`src/hdl/complementary_tilt_filter_macros.svh`:
```
`ifndef COMPLEMENTARY_TILT_FILTER_MACROS_SVH
`define COMPLEMENTARY_TILT_FILTER_MACROS_SVH

// Concurrent checks sampled on clk_i, held off while rst_ni is low.
`define CTF_ASSERT(lbl, prop) \
  lbl: assert property (@(posedge clk_i) disable iff (!rst_ni) prop) \
    else $error("tilt filter check failed");

// Checks whose consequent is due in the cycle after the antecedent.
`define CTF_ASSERT_NEXT(lbl, ante, cons) \
  lbl: assert property (@(posedge clk_i) disable iff (!rst_ni) (ante) |=> (cons)) \
    else $error("tilt filter check failed");

`endif

```
`src/hdl/ctf_pkg.sv`:
```
package ctf_pkg;

  localparam int CORDIC_STEPS_DEF = 16;

  // configuration port
  localparam int CFG_IDX_W  = 3;
  localparam int CFG_DATA_W = 20;

  localparam logic [CFG_IDX_W-1:0] REG_ACCEL_Y_OFFSET   = 3'd0;
  localparam logic [CFG_IDX_W-1:0] REG_ACCEL_Z_OFFSET   = 3'd1;
  localparam logic [CFG_IDX_W-1:0] REG_GYRO_BIAS        = 3'd2;
  localparam logic [CFG_IDX_W-1:0] REG_BLEND_WEIGHT     = 3'd3;
  localparam logic [CFG_IDX_W-1:0] REG_SAMPLE_PERIOD_US = 3'd4;
  localparam logic [CFG_IDX_W-1:0] REG_ANGLE_LIMIT      = 3'd5;

  // field widths
  localparam int RAW_W  = 16;  // raw sensor samples
  localparam int OFS_W  = 17;  // accelerometer offsets
  localparam int BIAS_W = 20;  // gyro bias, raw counts * 16
  localparam int WGT_W  = 16;  // blend weight
  localparam int PER_W  = 16;  // sample period
  localparam int LIM_W  = 18;  // angle limit
  localparam int ANG_W  = 19;  // angles, deg * 1024

  localparam logic [WGT_W-1:0] BLEND_WEIGHT_RST = 16'd64225;
  localparam logic [PER_W-1:0] SAMPLE_PERIOD_RST = 16'd2500;
  localparam logic [LIM_W-1:0] ANGLE_LIMIT_RST  = 18'd46080;

  // internal datapath widths
  localparam int SMP_W        = 18;  // offset-corrected accelerometer sample
  localparam int RATE_W       = 21;  // 16 * gyro - bias
  localparam int PRESCALE_SH  = 20;
  localparam int CX_W         = 41;  // CORDIC vector components
  localparam int CACC_W       = 26;  // CORDIC angle, deg * 65536
  localparam int ATAN_W       = 22;
  localparam int ATAN_LEN     = 24;
  localparam int STEP_W       = 5;
  localparam int RP_W         = 38;  // rate * period
  localparam int G_W          = 54;  // alpha * rate * period
  localparam int MAG_W        = 53;
  localparam int REM_W        = 22;  // working remainder, below three divisors
  localparam int QUO_W        = 34;
  localparam int QG_W         = QUO_W + 1;
  localparam int B_W          = 39;  // blend numerator over 65536
  localparam int V_W          = 20;  // rounded angle before clamp
  localparam int FRAC_SH      = 16;

  localparam logic [REM_W-1:0] RATE_DIV = 22'd1025000;

  // reciprocal of the rate divisor: floor(2^54 / 1025000)
  localparam int XL_SH    = 20;  // low bits of |g| left out of the product
  localparam int XH_W     = MAG_W - XL_SH;
  localparam int RECIP_SH = 54;
  localparam int QT_SH    = RECIP_SH - XL_SH;
  localparam int RCP_W    = 35;
  localparam int RCP_LO_W = 18;
  localparam int RCP_HI_W = RCP_W - RCP_LO_W;
  localparam int QSUM_W   = XH_W + RCP_W;
  localparam logic [RCP_W-1:0] RECIP = RCP_W'((64'd1 << RECIP_SH) / 64'(RATE_DIV));

  // divider sequence, by iteration step
  localparam int DIV_STEPS = 6;
  localparam logic [STEP_W-1:0] DIV_MUL_HI = 5'd0;
  localparam logic [STEP_W-1:0] DIV_MUL_LO = 5'd1;
  localparam logic [STEP_W-1:0] DIV_QUOT   = 5'd2;
  localparam logic [STEP_W-1:0] DIV_REM    = 5'd3;
  localparam logic [STEP_W-1:0] DIV_FIX_A  = 5'd4;
  localparam logic [STEP_W-1:0] DIV_FIX_B  = 5'd5;

  localparam logic signed [CACC_W-1:0] QUARTER_TURN  = 26'sd5898240;
  localparam logic signed [CACC_W-1:0] ROUND_HALF    = 26'sd32;
  localparam logic signed [CACC_W-1:0] HALF_TURN_POS = 26'sd184320;
  localparam logic signed [CACC_W-1:0] HALF_TURN_NEG = -26'sd184320;

  localparam logic signed [B_W-1:0] HALF_UP = 39'sd32768;
  localparam logic signed [B_W-1:0] HALF_DN = 39'sd32767;

  typedef struct packed {
    logic signed [OFS_W-1:0]  accel_y_offset;
    logic signed [OFS_W-1:0]  accel_z_offset;
    logic signed [BIAS_W-1:0] gyro_bias;
    logic [WGT_W-1:0]         blend_weight;
    logic [PER_W-1:0]         sample_period_us;
    logic [LIM_W-1:0]         angle_limit;
  } ctf_cfg_t;

  typedef struct packed {
    logic              load;
    logic              pre;
    logic              mul;
    logic              absg;
    logic              iter;
    logic [STEP_W-1:0] step;
    logic              rnd;
    logic              blend;
    logic              commit;
  } ctf_ctl_t;

  // atan(2^-i) in degrees * 65536, rounded to nearest
  function automatic logic [ATAN_W-1:0] atan_lut(input logic [STEP_W-1:0] idx);
    logic [ATAN_W-1:0] val;
    case (idx)
      5'd0:    val = 22'd2949120;
      5'd1:    val = 22'd1740967;
      5'd2:    val = 22'd919879;
      5'd3:    val = 22'd466945;
      5'd4:    val = 22'd234379;
      5'd5:    val = 22'd117304;
      5'd6:    val = 22'd58666;
      5'd7:    val = 22'd29335;
      5'd8:    val = 22'd14668;
      5'd9:    val = 22'd7334;
      5'd10:   val = 22'd3667;
      5'd11:   val = 22'd1833;
      5'd12:   val = 22'd917;
      5'd13:   val = 22'd458;
      5'd14:   val = 22'd229;
      5'd15:   val = 22'd115;
      5'd16:   val = 22'd57;
      5'd17:   val = 22'd29;
      5'd18:   val = 22'd14;
      5'd19:   val = 22'd7;
      5'd20:   val = 22'd4;
      5'd21:   val = 22'd2;
      5'd22:   val = 22'd1;
      default: val = 22'd0;
    endcase
    return val;
  endfunction

endpackage

```
`src/hdl/ctf_regs.sv`:
```
module ctf_regs
  import ctf_pkg::*;
(
  input  logic                  clk_i,
  input  logic                  rst_ni,
  input  logic                  cfg_we_i,
  input  logic [CFG_IDX_W-1:0]  cfg_index_i,
  input  logic [CFG_DATA_W-1:0] cfg_wdata_i,
  output ctf_cfg_t              cfg_o
);

  ctf_cfg_t cfg_q;

  always_ff @(posedge clk_i or negedge rst_ni) begin
    if (!rst_ni) begin
      cfg_q.accel_y_offset   <= '0;
      cfg_q.accel_z_offset   <= '0;
      cfg_q.gyro_bias        <= '0;
      cfg_q.blend_weight     <= BLEND_WEIGHT_RST;
      cfg_q.sample_period_us <= SAMPLE_PERIOD_RST;
      cfg_q.angle_limit      <= ANGLE_LIMIT_RST;
    end else if (cfg_we_i) begin
      case (cfg_index_i)
        REG_ACCEL_Y_OFFSET:   cfg_q.accel_y_offset   <= cfg_wdata_i[OFS_W-1:0];
        REG_ACCEL_Z_OFFSET:   cfg_q.accel_z_offset   <= cfg_wdata_i[OFS_W-1:0];
        REG_GYRO_BIAS:        cfg_q.gyro_bias        <= cfg_wdata_i[BIAS_W-1:0];
        REG_BLEND_WEIGHT:     cfg_q.blend_weight     <= cfg_wdata_i[WGT_W-1:0];
        REG_SAMPLE_PERIOD_US: cfg_q.sample_period_us <= cfg_wdata_i[PER_W-1:0];
        REG_ANGLE_LIMIT:      cfg_q.angle_limit      <= cfg_wdata_i[LIM_W-1:0];
        default: ;  // drop writes to unmapped indexes
      endcase
    end
  end

  assign cfg_o = cfg_q;

endmodule

```
`config.mk`:
```
export PLATFORM = sky130hd
export DESIGN_NAME = ctf_regs
export DESIGN_NICKNAME = d
export VERILOG_FILES = /design/src/hdl/complementary_tilt_filter_macros.svh /design/src/hdl/ctf_pkg.sv /design/src/hdl/ctf_regs.sv
export SDC_FILE = /design/constraint.sdc
export NUM_CORES = 1
export LEC_CHECK = 0
export ABC_CLOCK_PERIOD_IN_PS = 800
export BUFFER_PORTS_ARGS = -buffer_cell sky130_fd_sc_hd__buf_2
export CAP_MARGIN = 5
export CORE_ASPECT_RATIO = 0.5
export CORE_MARGIN = 10
export CORE_UTILIZATION = 50
export DETAILED_ROUTE_END_ITERATION = 8
export PLACE_DENSITY_LB_ADDON = 0.05
export SYNTH_ARGS = -nofsm -noshare
export SYNTH_HDL_FRONTEND = slang
export SYNTH_SLANG_ARGS = --single-unit
```
`constraint.sdc`:
```
create_clock -name clk_i -period 0.8 [get_ports clk_i]
set_clock_uncertainty 0.05 [all_clocks]
set_input_delay 0.08 -clock clk_i [delete_from_list [all_inputs] [get_ports clk_i]]
set_output_delay 0.08 -clock clk_i [all_outputs]
set_load 0.03 [all_outputs]
```
==> qor.yml <==
status: "complete, but fails checks"
violations: "negative hold slack, negative setup slack"
clockRootBuffer: "clkbuf_16"
hold_viol_final: 8
max_freq_mhz: 836.6
ys_types: 10
gp_congestion: 0.7264
slew_headroom_pct: 81.21
grt_overflow_total: 0
largest_reg_flops: 104
io_pins: 130
max-vdd-ir-drop_uv: 2409
crit_required_ns: 0.67
row_count: 22
r2r_cells: 2
p_total_uw: 21970
setup-tns-final_ns: -39.09
utilization_pct: 92.91
antenna_left: 0
max-cap-violations: 0
die_y_um: 83.34
die_area_um2: 12220
clock_latency_ns: 0.34
finalCritPeriodShare_pct: 149.4
hold_buffers: 3
crit_end: "cfg_o[24]"
synth_sequential_area_ratio_pct: 65.47
avgSynthCellArea_um2: 17.91
worstSetupStartpointType: "flip-flop"
track_usage_pct: 20.28
die_w_um: 146.7
max_stage_delay_ns: 0.57
crit_chain: "buf_6"
grt_pass1_wl_um: 19460
hold_ws_ns: -0.07323
hpwl_um: 7665
max_slew.worst_pin.slew_ns: 0.2806
antenna_found_initial: 0
cts_tree: "yes"
syn2layout_area_growth_pct: 75.33
finalMaxSlewViolations: 0
r2r_slack_ns: -0.21
start_util_pct: 52.99
path_buf_inv: 1
io_buffers: 129
cpLargestDelayFamily: "flip-flops"
end_kind: "output port"
min_path_type: "primary input to flip-flop"
via_per_inst: 5.290
synth_nets: 250
startpoint: "cfg_o[24]"
final_common_cell: "buf_6"
placedCellCount: 471
crit_path_top_delay_cell: "dfstp_2"
grt_pass1_vias: 3116
fin_ws_ns: -0.3953
vias: 2904
worstSetupPathType: "flip-flop to output port"
antenna_cells: 0
finalSetupViolations: 204
period_minus_slack_ns: 1.195
syn-instance-count: 224
p_per_area_nw_per_um2: 3124
netlist_area_um2: 4011
cp.depth: 1
numCtsBuffers: 9
path_max_fanout: 2
htree_num_levels: 3
drive_above_1_share_pct: 82.54
wire_per_inst_um: 27.88
totalWireLength_um: 15310
drtPass1Iterations: 4
p_leak_uw: 0.003435
cts_buffer_depth: 2
critPathArrivalTime_ns: 1.07
reg2reg_from: "cfg_o[27]"
rsz0062_at_grt: "yes"
layout_common_cells: "154 x buf_6, 96 x mux2_4, 73 x dfrtp_1"
final_cells: 549
clock-sinks: 104
ys_seq_elements: 104
rr_endpoint: "cfg_o[27]"
finalNetCount: 462
grt_max_degree: 47
drc: 0
clk_pin_slew_ns: 0.07
drt_iter0_markers: 154
core_um2: 7570
yosysWarnings: 0
metal layers:
layer	track usage, %	share of wire [%]	up-vias
li1	-	-	1219
met1	25.19	39	1524
met2	31.37	51	146
met3	10.01	9.3	15
met4	3.946	0.90	0
met5	0	0	-
Yosys cell counts, drive strengths merged:
library cell | number | area [um2]
mux2 | 104 | 1209
nor4b | 1 | 23.77
and4bb | 3 | 37.54
buf | 10 | 85.07
dfrtp | 85 | 2127
nand4b | 2 | 30.03
dfstp | 19 | 499.2
kinds of logic after synthesis:
| family | count (synthesis) | synth area share, % |
|---|---|---|
| multiplexers | 104 | 30.13 |
| flip-flops | 104 | 65.47 |
| buffers and inverters | 10 | 2.121 |
| AND/OR/NAND/NOR | 6 | 2.277 |
per-stage QoR:
| step | instance area, um2 | worst slack (ns) |
|---|---|---|
| 3_5_place_dp | 5165 | -0.4893 |
| 2_1_floorplan | 4279 | -0.5561 |
| 5_1_grt | 7033 | -0.4198 |
| 4_1_cts | 6659 | -0.3794 |
| 3_3_place_gp | 5165 | -0.4503 |
| 6_report | 7033 | -0.3953 |
report_power, final:
part / switching (uW) / internal [uW] / total, uW
registers: 1200 / 6610 / 7810
clock network: 2020 / 3150 / 5170
logic: 4180 / 4810 / 9000
cell type report:
class | instances | area, um2
clock buffers | 11 | 242.7
clock inverters | 5 | 103.9
fillers | 201 | 536.8
multi-input cells | 110 | 1635
flip-flops and latches | 104 | 2641
well taps | 108 | 135.1
repair buffers | 211 | 2275
how the worst min path moves through the flow:
stage,depth (start not counted),start,to
floorplan,0,rst_ni,cfg_o[0]
global placement,1,rst_ni,cfg_o[11]
detailed placement,1,rst_ni,cfg_o[11]
CTS,2,cfg_wdata_i[17],cfg_o[67]
global route,2,cfg_wdata_i[17],cfg_o[67]
finish,2,cfg_wdata_i[17],cfg_o[67]
what timing repair did:
item / in CTS / in global routing
gates resized for setup: 256 / 60
pin swaps: 2 / 4
endpoints found under the setup margin: 191 / 205
buffers inserted: 35 / 26
cloned: 2 / 1
endpoints found under the hold margin: 143 / 7
Power figures use the tool's default switching activity.
