--- src/hdl/complementary_tilt_filter_macros.svh ---
`ifndef COMPLEMENTARY_TILT_FILTER_MACROS_SVH
`define COMPLEMENTARY_TILT_FILTER_MACROS_SVH

// Concurrent checks sampled on clk_i, held off while rst_ni is low.
`define CTF_ASSERT(lbl, prop) \
  lbl: assert property (@(posedge clk_i) disable iff (!rst_ni) prop) \
    else $error("tilt filter check failed");

// Checks whose consequent is due in the cycle after the antecedent.
`define CTF_ASSERT_NEXT(lbl, ante, cons) \
  lbl: assert property (@(posedge clk_i) disable iff (!rst_ni) (ante) |=> (cons)) \
    else $error("tilt filter check failed");

`endif

--- src/hdl/ctf_pkg.sv ---
package ctf_pkg;

  localparam int CORDIC_STEPS_DEF = 16;

  // configuration port
  localparam int CFG_IDX_W  = 3;
  localparam int CFG_DATA_W = 20;

  localparam logic [CFG_IDX_W-1:0] REG_ACCEL_Y_OFFSET   = 3'd0;
  localparam logic [CFG_IDX_W-1:0] REG_ACCEL_Z_OFFSET   = 3'd1;
  localparam logic [CFG_IDX_W-1:0] REG_GYRO_BIAS        = 3'd2;
  localparam logic [CFG_IDX_W-1:0] REG_BLEND_WEIGHT     = 3'd3;
  localparam logic [CFG_IDX_W-1:0] REG_SAMPLE_PERIOD_US = 3'd4;
  localparam logic [CFG_IDX_W-1:0] REG_ANGLE_LIMIT      = 3'd5;

  // field widths
  localparam int RAW_W  = 16;  // raw sensor samples
  localparam int OFS_W  = 17;  // accelerometer offsets
  localparam int BIAS_W = 20;  // gyro bias, raw counts * 16
  localparam int WGT_W  = 16;  // blend weight
  localparam int PER_W  = 16;  // sample period
  localparam int LIM_W  = 18;  // angle limit
  localparam int ANG_W  = 19;  // angles, deg * 1024

  localparam logic [WGT_W-1:0] BLEND_WEIGHT_RST = 16'd64225;
  localparam logic [PER_W-1:0] SAMPLE_PERIOD_RST = 16'd2500;
  localparam logic [LIM_W-1:0] ANGLE_LIMIT_RST  = 18'd46080;

  // internal datapath widths
  localparam int SMP_W        = 18;  // offset-corrected accelerometer sample
  localparam int RATE_W       = 21;  // 16 * gyro - bias
  localparam int PRESCALE_SH  = 20;
  localparam int CX_W         = 41;  // CORDIC vector components
  localparam int CACC_W       = 26;  // CORDIC angle, deg * 65536
  localparam int ATAN_W       = 22;
  localparam int ATAN_LEN     = 24;
  localparam int STEP_W       = 5;
  localparam int RP_W         = 38;  // rate * period
  localparam int G_W          = 54;  // alpha * rate * period
  localparam int MAG_W        = 53;
  localparam int REM_W        = 22;  // working remainder, below three divisors
  localparam int QUO_W        = 34;
  localparam int QG_W         = QUO_W + 1;
  localparam int B_W          = 39;  // blend numerator over 65536
  localparam int V_W          = 20;  // rounded angle before clamp
  localparam int FRAC_SH      = 16;

  localparam logic [REM_W-1:0] RATE_DIV = 22'd1025000;

  // reciprocal of the rate divisor: floor(2^54 / 1025000)
  localparam int XL_SH    = 20;  // low bits of |g| left out of the product
  localparam int XH_W     = MAG_W - XL_SH;
  localparam int RECIP_SH = 54;
  localparam int QT_SH    = RECIP_SH - XL_SH;
  localparam int RCP_W    = 35;
  localparam int RCP_LO_W = 18;
  localparam int RCP_HI_W = RCP_W - RCP_LO_W;
  localparam int QSUM_W   = XH_W + RCP_W;
  localparam logic [RCP_W-1:0] RECIP = RCP_W'((64'd1 << RECIP_SH) / 64'(RATE_DIV));

  // divider sequence, by iteration step
  localparam int DIV_STEPS = 6;
  localparam logic [STEP_W-1:0] DIV_MUL_HI = 5'd0;
  localparam logic [STEP_W-1:0] DIV_MUL_LO = 5'd1;
  localparam logic [STEP_W-1:0] DIV_QUOT   = 5'd2;
  localparam logic [STEP_W-1:0] DIV_REM    = 5'd3;
  localparam logic [STEP_W-1:0] DIV_FIX_A  = 5'd4;
  localparam logic [STEP_W-1:0] DIV_FIX_B  = 5'd5;

  localparam logic signed [CACC_W-1:0] QUARTER_TURN  = 26'sd5898240;
  localparam logic signed [CACC_W-1:0] ROUND_HALF    = 26'sd32;
  localparam logic signed [CACC_W-1:0] HALF_TURN_POS = 26'sd184320;
  localparam logic signed [CACC_W-1:0] HALF_TURN_NEG = -26'sd184320;

  localparam logic signed [B_W-1:0] HALF_UP = 39'sd32768;
  localparam logic signed [B_W-1:0] HALF_DN = 39'sd32767;

  typedef struct packed {
    logic signed [OFS_W-1:0]  accel_y_offset;
    logic signed [OFS_W-1:0]  accel_z_offset;
    logic signed [BIAS_W-1:0] gyro_bias;
    logic [WGT_W-1:0]         blend_weight;
    logic [PER_W-1:0]         sample_period_us;
    logic [LIM_W-1:0]         angle_limit;
  } ctf_cfg_t;

  typedef struct packed {
    logic              load;
    logic              pre;
    logic              mul;
    logic              absg;
    logic              iter;
    logic [STEP_W-1:0] step;
    logic              rnd;
    logic              blend;
    logic              commit;
  } ctf_ctl_t;

  // atan(2^-i) in degrees * 65536, rounded to nearest
  function automatic logic [ATAN_W-1:0] atan_lut(input logic [STEP_W-1:0] idx);
    logic [ATAN_W-1:0] val;
    case (idx)
      5'd0:    val = 22'd2949120;
      5'd1:    val = 22'd1740967;
      5'd2:    val = 22'd919879;
      5'd3:    val = 22'd466945;
      5'd4:    val = 22'd234379;
      5'd5:    val = 22'd117304;
      5'd6:    val = 22'd58666;
      5'd7:    val = 22'd29335;
      5'd8:    val = 22'd14668;
      5'd9:    val = 22'd7334;
      5'd10:   val = 22'd3667;
      5'd11:   val = 22'd1833;
      5'd12:   val = 22'd917;
      5'd13:   val = 22'd458;
      5'd14:   val = 22'd229;
      5'd15:   val = 22'd115;
      5'd16:   val = 22'd57;
      5'd17:   val = 22'd29;
      5'd18:   val = 22'd14;
      5'd19:   val = 22'd7;
      5'd20:   val = 22'd4;
      5'd21:   val = 22'd2;
      5'd22:   val = 22'd1;
      default: val = 22'd0;
    endcase
    return val;
  endfunction

endpackage

--- src/hdl/ctf_ctrl.sv ---
module ctf_ctrl
  import ctf_pkg::*;
#(
  parameter int CORDIC_STEPS = CORDIC_STEPS_DEF
) (
  input  logic     clk_i,
  input  logic     rst_ni,
  input  logic     in_valid_i,
  output logic     in_ready_o,
  output logic     out_valid_o,
  input  logic     out_ready_i,
  output ctf_ctl_t ctl_o
);

  localparam int ITER_N = (CORDIC_STEPS > DIV_STEPS) ? CORDIC_STEPS : DIV_STEPS;
  localparam logic [STEP_W-1:0] LAST_STEP = STEP_W'(ITER_N - 1);

  typedef enum logic [2:0] {
    S_IDLE,
    S_PRE,
    S_MUL,
    S_ABS,
    S_ITER,
    S_RND,
    S_BLEND,
    S_DONE
  } state_e;

  state_e            state_q;
  logic [STEP_W-1:0] step_q;
  logic              out_valid_q;
  logic              out_free;

  assign out_free = !out_valid_q || out_ready_i;

  always_comb begin
    ctl_o        = '0;
    ctl_o.load   = (state_q == S_IDLE) && in_valid_i;
    ctl_o.pre    = (state_q == S_PRE);
    ctl_o.mul    = (state_q == S_MUL);
    ctl_o.absg   = (state_q == S_ABS);
    ctl_o.iter   = (state_q == S_ITER);
    ctl_o.step   = step_q;
    ctl_o.rnd    = (state_q == S_RND);
    ctl_o.blend  = (state_q == S_BLEND);
    ctl_o.commit = (state_q == S_DONE) && out_free;
  end

  assign in_ready_o  = (state_q == S_IDLE);
  assign out_valid_o = out_valid_q;

  always_ff @(posedge clk_i or negedge rst_ni) begin
    if (!rst_ni) begin
      state_q     <= S_IDLE;
      step_q      <= '0;
      out_valid_q <= 1'b0;
    end else begin
      if (ctl_o.commit) begin
        out_valid_q <= 1'b1;
      end else if (out_ready_i) begin
        out_valid_q <= 1'b0;
      end
      case (state_q)
        S_IDLE: begin
          if (in_valid_i) state_q <= S_PRE;
        end
        S_PRE:   state_q <= S_MUL;
        S_MUL:   state_q <= S_ABS;
        S_ABS:   state_q <= S_ITER;
        S_ITER: begin
          if (step_q == LAST_STEP) begin
            step_q  <= '0;
            state_q <= S_RND;
          end else begin
            step_q <= step_q + 1'b1;
          end
        end
        S_RND:   state_q <= S_BLEND;
        S_BLEND: state_q <= S_DONE;
        S_DONE: begin
          // hold until the output register can take the result
          if (out_free) state_q <= S_IDLE;
        end
        default: state_q <= S_IDLE;
      endcase
    end
  end

endmodule

--- config.mk ---
export PLATFORM = sky130hd
export DESIGN_NAME = ctf_ctrl
export DESIGN_NICKNAME = d
export VERILOG_FILES = /design/src/hdl/complementary_tilt_filter_macros.svh /design/src/hdl/ctf_pkg.sv /design/src/hdl/ctf_ctrl.sv
export SDC_FILE = /design/constraint.sdc
export NUM_CORES = 1
export LEC_CHECK = 0
export BUFFER_PORTS_ARGS = -buffer_cell sky130_fd_sc_hd__buf_2
export CAP_MARGIN = 5
export CORE_AREA = 2 2 39 41
export CTS_BUF_LIST = sky130_fd_sc_hd__clkbuf_2
export DETAILED_ROUTE_END_ITERATION = 7
export DIE_AREA = 0 0 41 43
export GPL_TIMING_DRIVEN = 0
export HOLD_SLACK_MARGIN = 0.03
export SYNTH_ARGS = -nofsm -noshare
export SYNTH_HDL_FRONTEND = slang
export SYNTH_SLANG_ARGS = --single-unit
--- constraint.sdc ---
create_clock -name clk_i -period 3.4 [get_ports clk_i]
set_clock_uncertainty 0.2 [all_clocks]
set_input_delay 0 -clock clk_i [delete_from_list [all_inputs] [get_ports clk_i]]
set_output_delay 0 -clock clk_i [all_outputs]
set_load 0.03 [all_outputs]
==> metrics, run 1 <==
status=complete, no violations; critical path's largest stage delay=just over 0.4 ns; # DRC=0; Worst Tran Pin Value=a little under 0.4 ns; Ports=19; Synth Area per Inst=9.51 sq um; critical path capture point type=primary output; CP Data Arrival Time=between 1 and 1.5 ns; drt first pass iters=4; endpoints failing hold=0; GP Congestion=roughly 0.64; WP buf/inv=3; setup tns final=0 ns; Yosys top cell by area=dfrtp_1; number of CTS-inserted buffers=3; Mapped Nets=55; top post-synthesis cells by area=dfrtp_1 47%, nor3b_1 6.3%, nand2_1 3.9%; max cap viols=0; f_max=0.624 GHz; DR WL/cell=10.1 um; post-synthesis sequential area ratio=0.474; Chip Width=approximately 41 um; max_slew headroom=0.737; PortBufs=18; fin. max-slew vios=0; Final Critical Period=1.60 ns; routed vias=around 440; chip height=around 43 um; synthesized cell area=~480 sq um; post-synthesis register bit count=9; HP Class=reg -> reg; WL final=between 900 and 1000 um; core area=0.00138 sq mm; vias in the first global route=approximately 370; Post-synth EDFFs=0; critical path class=reg -> out; Clock Sinks=9; internal power=~0.00031 W; post-synth cell types=26; crit path max-delay cell type=or3b_4; unrepaired setup endpoints after global routing=false; GRT Residual Overflow=0; clock share of power=0.102; Power per Cell Area=around 980 mW/mm^2; post-route cell area=approximately 650 sq um; die area=0.00176 sq mm; CTS Buffer Depth=2; DP Area=around 590 sq um; Layout Nets=82; Diodes inserted=0; layout cell share with drive strength beyond 1=0.342; Top delay family on crit path=buffers and inverters; CTS clk-pin slew, worst paths=about 0.08 ns; Vias/cell=approximately 4.7; Yosys Warn Count=0; crit-path cells=buf_6 -> or3b_4 -> clkinv_2 -> buf_2; Initial Util=0.344; Setup Viol. Count Final=0; CP Launch Type=flip-flop; Synth top area share=0.474; switching power=around 0.00032 W; CTS tree=yes; final hold slack=around 0.33 ns; GRT Util Overall=0.126; Lkg Pwr=0.342 nW; Logic pwr share=0.612; Async SR Flop Fraction=1.00; Post-DP HPWL=around 700 um; largest net degree at the start of global routing=11; worst vdd ir=0.489 mV; Sw Ratio=0.506; global-route wire length before repair=around 1400 um; starting DRC count in detailed routing=5; crit-path max FO=10; area grow syn2layout=35.8%; Core Rows=14; CP Data Required Time=approximately 3.2 ns; H-tree depth=1; final worst path period share=0.471; Seq pwr share=0.286; Gates resized, CTS repair=0; Gate Count Post-Synth=50; antenna-violating nets left=0; Clock Latency Late Sink=roughly 0.23 ns; Root Buffer=clkbuf_2; initial antenna violation count=0; Synth Flop Type=dfrtp_1
-- metrics by stage --
stage / cells / total power (W) / utilization / setup WS (ns)
finish: 92 / 0.000636 / 0.467 / 1.80
global route: 92 / 0.000690 / 0.467 / 1.67
CTS: 92 / 0.000643 / 0.467 / 1.78
detailed placement: 84 / 0.000573 / 0.423 / 1.87
global placement: 84 / 0.000570 / 0.423 / 1.88
floorplan: 50 / 0.000479 / - / 1.51
-- power groups by stage --
stage                     Sequential [W]  Combinational [W]  Clock (W)
after floorplan                 0.000228           0.000250          0
after global placement          0.000183           0.000387          0
after detailed placement        0.000184           0.000388          0
after CTS                       0.000183           0.000393  0.0000677
after global routing            0.000190           0.000428  0.0000723
final                           0.000182           0.000389  0.0000646
-- state kept, by name, summed over array words and instances (netlist names) --
name and cells:
out_valid_o 1, state_q 3, step_q 5
-- layout make-up --
cell class                      count  area, sq um
Fill cell                         142          738
Timing Repair Buffer               22          130
Sequential cell                     9          225
Inverter                            2         8.76
Tap cell                           16         20.0
Clock buffer                        4         20.0
Multi-Input combinational cell     36          223
Buffer                              3         18.8
-- layout by cell type (no fill, tap or decap), drive strengths merged --
master / Yosys / final
xnor2: 1 / 1
nor2b: 2 / 2
and3: 1 / 1
and4b: 1 / 1
or3b: 1 / 1
a21oi: 3 / 3
a21o: 1 / 1
nand2: 6 / 6
nand3: 1 / 1
a32oi: 1 / 1
ha: 1 / 1
nand2b: 2 / 2
clkinv: 1 / 1
and2: 1 / 1
clkbuf: 2 / 6
o21a: 1 / 1
nor3b: 4 / 4
nor2: 4 / 4
dfrtp: 9 / 9
o21ai: 2 / 2
buf: 1 / 19
inv: 1 / 1
nor3: 2 / 2
o2bb2ai: 1 / 1
dlygate4sd3: 0 / 4
-- worst paths after layout --
path                                             start               endpoint  slack, ns  cells past startpoint
worst max-delay path            state_q[2]$_DFFE_PN0P_               ctl_o[8]       1.80                      4
worst min-delay path             step_q[4]$_DFFE_PN0P_  step_q[4]$_DFFE_PN0P_       0.33                      1
worst max register to register  state_q[2]$_DFFE_PN0P_  step_q[4]$_DFFE_PN0P_       1.86                      5
worst min register to register   step_q[4]$_DFFE_PN0P_  step_q[4]$_DFFE_PN0P_       0.33                      1
max in group asynchronous                       rst_ni  step_q[1]$_DFFE_PN0P_       2.18                      3
min in group asynchronous                       rst_ni  step_q[4]$_DFFE_PN0P_       0.55                      3
-- cells by family (layout without fill, tap and decap cells) --
family	after synthesis	count (layout)	synth area share
simple gates	25	25	0.303
xor+xnor	1	1	0.0184
flops	9	9	0.474
fa+ha+maj	1	1	0.0263
compound gates	9	9	0.121
buf+inv	5	31	0.0579
-- cell usage after synthesis, types with 2 or more instances --
master / count
a21oi_1: 3
nand2b_1: 2
nand2_1: 5
nor2_1: 4
clkbuf_1: 2
nor3b_1: 4
nor2b_1: 2
dfrtp_1: 9
nor3_1: 2
-- timing repair --
item	4_1_cts	5_1_grt
setup endpoints to repair	0	0
hold endpoints to repair	13	0
buffers inserted	0	0
hold buffers	4	0
-- layer usage --
| layer | routed length (um) | GRT usage | vias to the layer above | share of wire |
|---|---|---|---|---|
| met5 | 0 | 0 | - | 0 |
| met4 | 22 | 0.120 | 0 | 0.024 |
| met3 | 66 | 0.0157 | 2 | 0.071 |
| met2 | 435 | 0.194 | 19 | 0.47 |
| met1 | 405 | 0.137 | 194 | 0.44 |
| li1 | - | - | 221 | - |
(Power assumes the default switching activity.)
==> run 2: changes to the inputs <==
--- a/config.mk
+++ b/config.mk
@@ -5,6 +5,7 @@
 export SDC_FILE = /design/constraint.sdc
 export NUM_CORES = 1
 export LEC_CHECK = 0
+export ABC_AREA = 1
 export BUFFER_PORTS_ARGS = -buffer_cell sky130_fd_sc_hd__buf_2
 export CAP_MARGIN = 5
 export CORE_AREA = 2 2 39 41
@@ -13,6 +14,7 @@
 export DIE_AREA = 0 0 41 43
 export GPL_TIMING_DRIVEN = 0
 export HOLD_SLACK_MARGIN = 0.03
+export PLACE_DENSITY = 0.66
 export SYNTH_ARGS = -nofsm -noshare
 export SYNTH_HDL_FRONTEND = slang
 export SYNTH_SLANG_ARGS = --single-unit
==> constraint.sdc (replaced) <==
create_clock -name clk_i -period 1.7 [get_ports clk_i]
set_clock_uncertainty 0.2 [all_clocks]
set_input_delay 0 -clock clk_i [delete_from_list [all_inputs] [get_ports clk_i]]
set_output_delay 0 -clock clk_i [all_outputs]
set_load 0.03 [all_outputs]
==> metrics, run 2 <==
Multi-input gate area=between 200 and 250 sq um; Top delay family on crit path=buffers and inverters; critical path class=reg -> out; CP Data Required Time=1.50 ns; status=complete, no violations; layout cell share with drive strength beyond 1=0.364; Mapped Nets=67; CTS Buffer Depth=2; internal power=between 0.0006 and 0.0007 W; WL final=about 1000 um; Post-synth EDFFs=0; Layout Utilization=0.502; f_max=about 0.68 GHz; Worst Tran Pin Value=roughly 0.42 ns; CTS tree=yes; busiest grt layer=met2; vias in the first global route=between 400 and 500; setup tns final=0 ns; Setup Viol. Count Final=0; largest net degree at the start of global routing=10; Gate Count Post-Synth=between 60 and 70; PortBufs=18; Gates resized, CTS repair=0; Post-DP HPWL=between 700 and 800 um; Synth Flop Type=dfrtp_1; crit-path max FO=8; Yosys Warn Count=0; CP Launch Type=flip-flop; Power per Cell Area=2090 mW/mm^2; switching power=0.000806 W; Initial Util=0.379; Final Critical Period=1.46 ns; most frequent cells in the layout=18 x buf_2, 12 x nand2_1, 11 x nor2_1; Diodes inserted=0; worst vdd ir=~0.90 mV; GRT Util Overall=0.143; GRT Residual Overflow=0; max FFs per register=5; most common cell after layout, fill and taps aside=buf_2; crit-path cells=buf_4 -> nand3_1 -> nor2_1 -> buf_2; GP Congestion=0.695; Logic pwr share=0.626; DP Area=roughly 630 sq um; HP Class=reg -> reg; Lkg Pwr=between 0.4 and 0.5 nW; CP Data Arrival Time=between 1 and 1.5 ns; met1 global-route usage=0.171; die area=between 0.0015 and 0.002 sq mm; # DRC=0; Seq pwr share=0.279; Setup Fix Bufs, Post-CTS=0; reg-to-reg setup timing slack=between 0.2 and 0.3 ns; Synth top area share=0.430; routed vias=roughly 470; DR WL/cell=~9.6 um; total power=between 0.001 and 0.0015 W; Clock Latency Late Sink=roughly 0.25 ns; starting DRC count in detailed routing=5; drt first pass iters=3; Synth top cells by count=12 x nand2_1, 11 x nor2_1, 9 x dfrtp_1, 7 x inv_1; met2 Usage GRT=0.222; post-route insts no fill=~100; antenna-violating nets left=0; Cell Count Post-Placement=between 90 and 100; synthesized cell area=around 520 sq um; initial antenna violation count=0; endpoints failing hold=0; clock share of power=0.094; global-route wire length before repair=1690 um; Ports=19; core area=0.00138 sq mm; WP buf/inv=2; area grow syn2layout=32.5%; Sw Ratio=0.554; met3 Usage GRT=0.0314; Root Buffer=clkbuf_2; most common cell in the netlist=nand2_1; Yosys top cell by area=dfrtp_1; post-synthesis sequential area ratio=0.430; critical path's largest stage delay=around 0.33 ns; number of CTS-inserted buffers=3; CTS clk-pin slew, worst paths=around 0.090 ns; crit path max-delay cell type=dfrtp_1; Layout Nets=between 90 and 100; Filler Cell Count=between 100 and 150; Vias/cell=4.55; top post-synthesis cells by area=dfrtp_1 43%, nand2_1 8.6%, nor2_1 7.9%; critical path capture point type=primary output; max_slew headroom=0.720; chip height=43 um; fin. max-slew vios=0; max cap viols=0; final worst path period share=0.860; post-route cell area=about 700 sq um; post-synthesis register bit count=9; FF/Latch Area=225 sq um; post-synth cell types=21; Synth Area per Inst=about 8.5 sq um; unrepaired setup endpoints after global routing=false; Chip Width=41 um; Async SR Flop Fraction=1.00; Top reg by flops=step_q; H-tree depth=1; Clock Sinks=9; Core Rows=14
## run 2: cell types whose count changed after synthesis, sizes merged, moves of 3 or more
cell,change
inv,+9
nor2,+8
nor3b,-4
nand2,+10
nand3,+3
## run 2: cell type report
class	count	share of cell area
Multi-Input combinational cell	42	0.355
Sequential cell	9	0.324
Timing Repair Buffer	22	0.187
Inverter	10	0.0649
Clock buffer	4	0.0288
Tap cell	16	0.0288
Buffer	1	0.0108
## run 2: worst reg2reg max path, stage by stage, from the launching register on
cell,delay [ns]
dfrtp_1,0.44
ha_1,0.20
inv_1,0.06
nor2_1,0.16
nand2_4,0.08
nand2_4,0.07
nand2_2,0.04
o21bai_1,0.13
## run 2: stage by stage
stage / setup slack [ns] / hold WS (ns)
after floorplan: 0.179 / -0.496
after global placement: 0.310 / -0.339
after detailed placement: 0.263 / -0.333
after CTS: 0.225 / 0.335
after global routing: 0.0872 / 0.357
final: 0.238 / 0.321
## run 2: logic make-up after synthesis
kind of cell,synth area share
flops,0.430
fa+ha+maj,0.0239
xor+xnor,0.0167
mux,0.0191
compound gates,0.0501
buf+inv,0.100
simple gates,0.360
## run 2: routing by layer
metal | vias up | wire, um
met3 | 3 | 64
met4 | 0 | 21
met5 | - | 0
met1 | 210 | 425
li1 | 245 | -
met2 | 15 | 485
## run 2: final timing paths
path                                              from                      to  depth (start not counted)
worst max register to register   step_q[0]$_DFFE_PN0P_  state_q[0]$_DFFE_PN0P_                          7
worst max-delay path            state_q[2]$_DFFE_PN0P_                ctl_o[0]                          4
worst min register to register   step_q[4]$_DFFE_PN0P_   step_q[4]$_DFFE_PN0P_                          2
max in group asynchronous                       rst_ni  state_q[2]$_DFFE_PN0P_                          3
worst min-delay path             step_q[4]$_DFFE_PN0P_   step_q[4]$_DFFE_PN0P_                          2
min in group asynchronous                       rst_ni   step_q[4]$_DFFE_PN0P_                          3
## run 2: power by group through the flow
stage | logic (W) | clock network [W] | registers, W
after floorplan | 0.000608 | 0 | 0.000505
after global placement | 0.000904 | 0 | 0.000405
after detailed placement | 0.000915 | 0 | 0.000409
after CTS | 0.000924 | 0.000140 | 0.000406
after global routing | 0.00101 | 0.000149 | 0.000419
final | 0.000911 | 0.000137 | 0.000406
## run 2: timing repair
item	CTS	global route
hold buffers	4	0
setup endpoints to repair	0	0
endpoints found under the hold margin	13	0
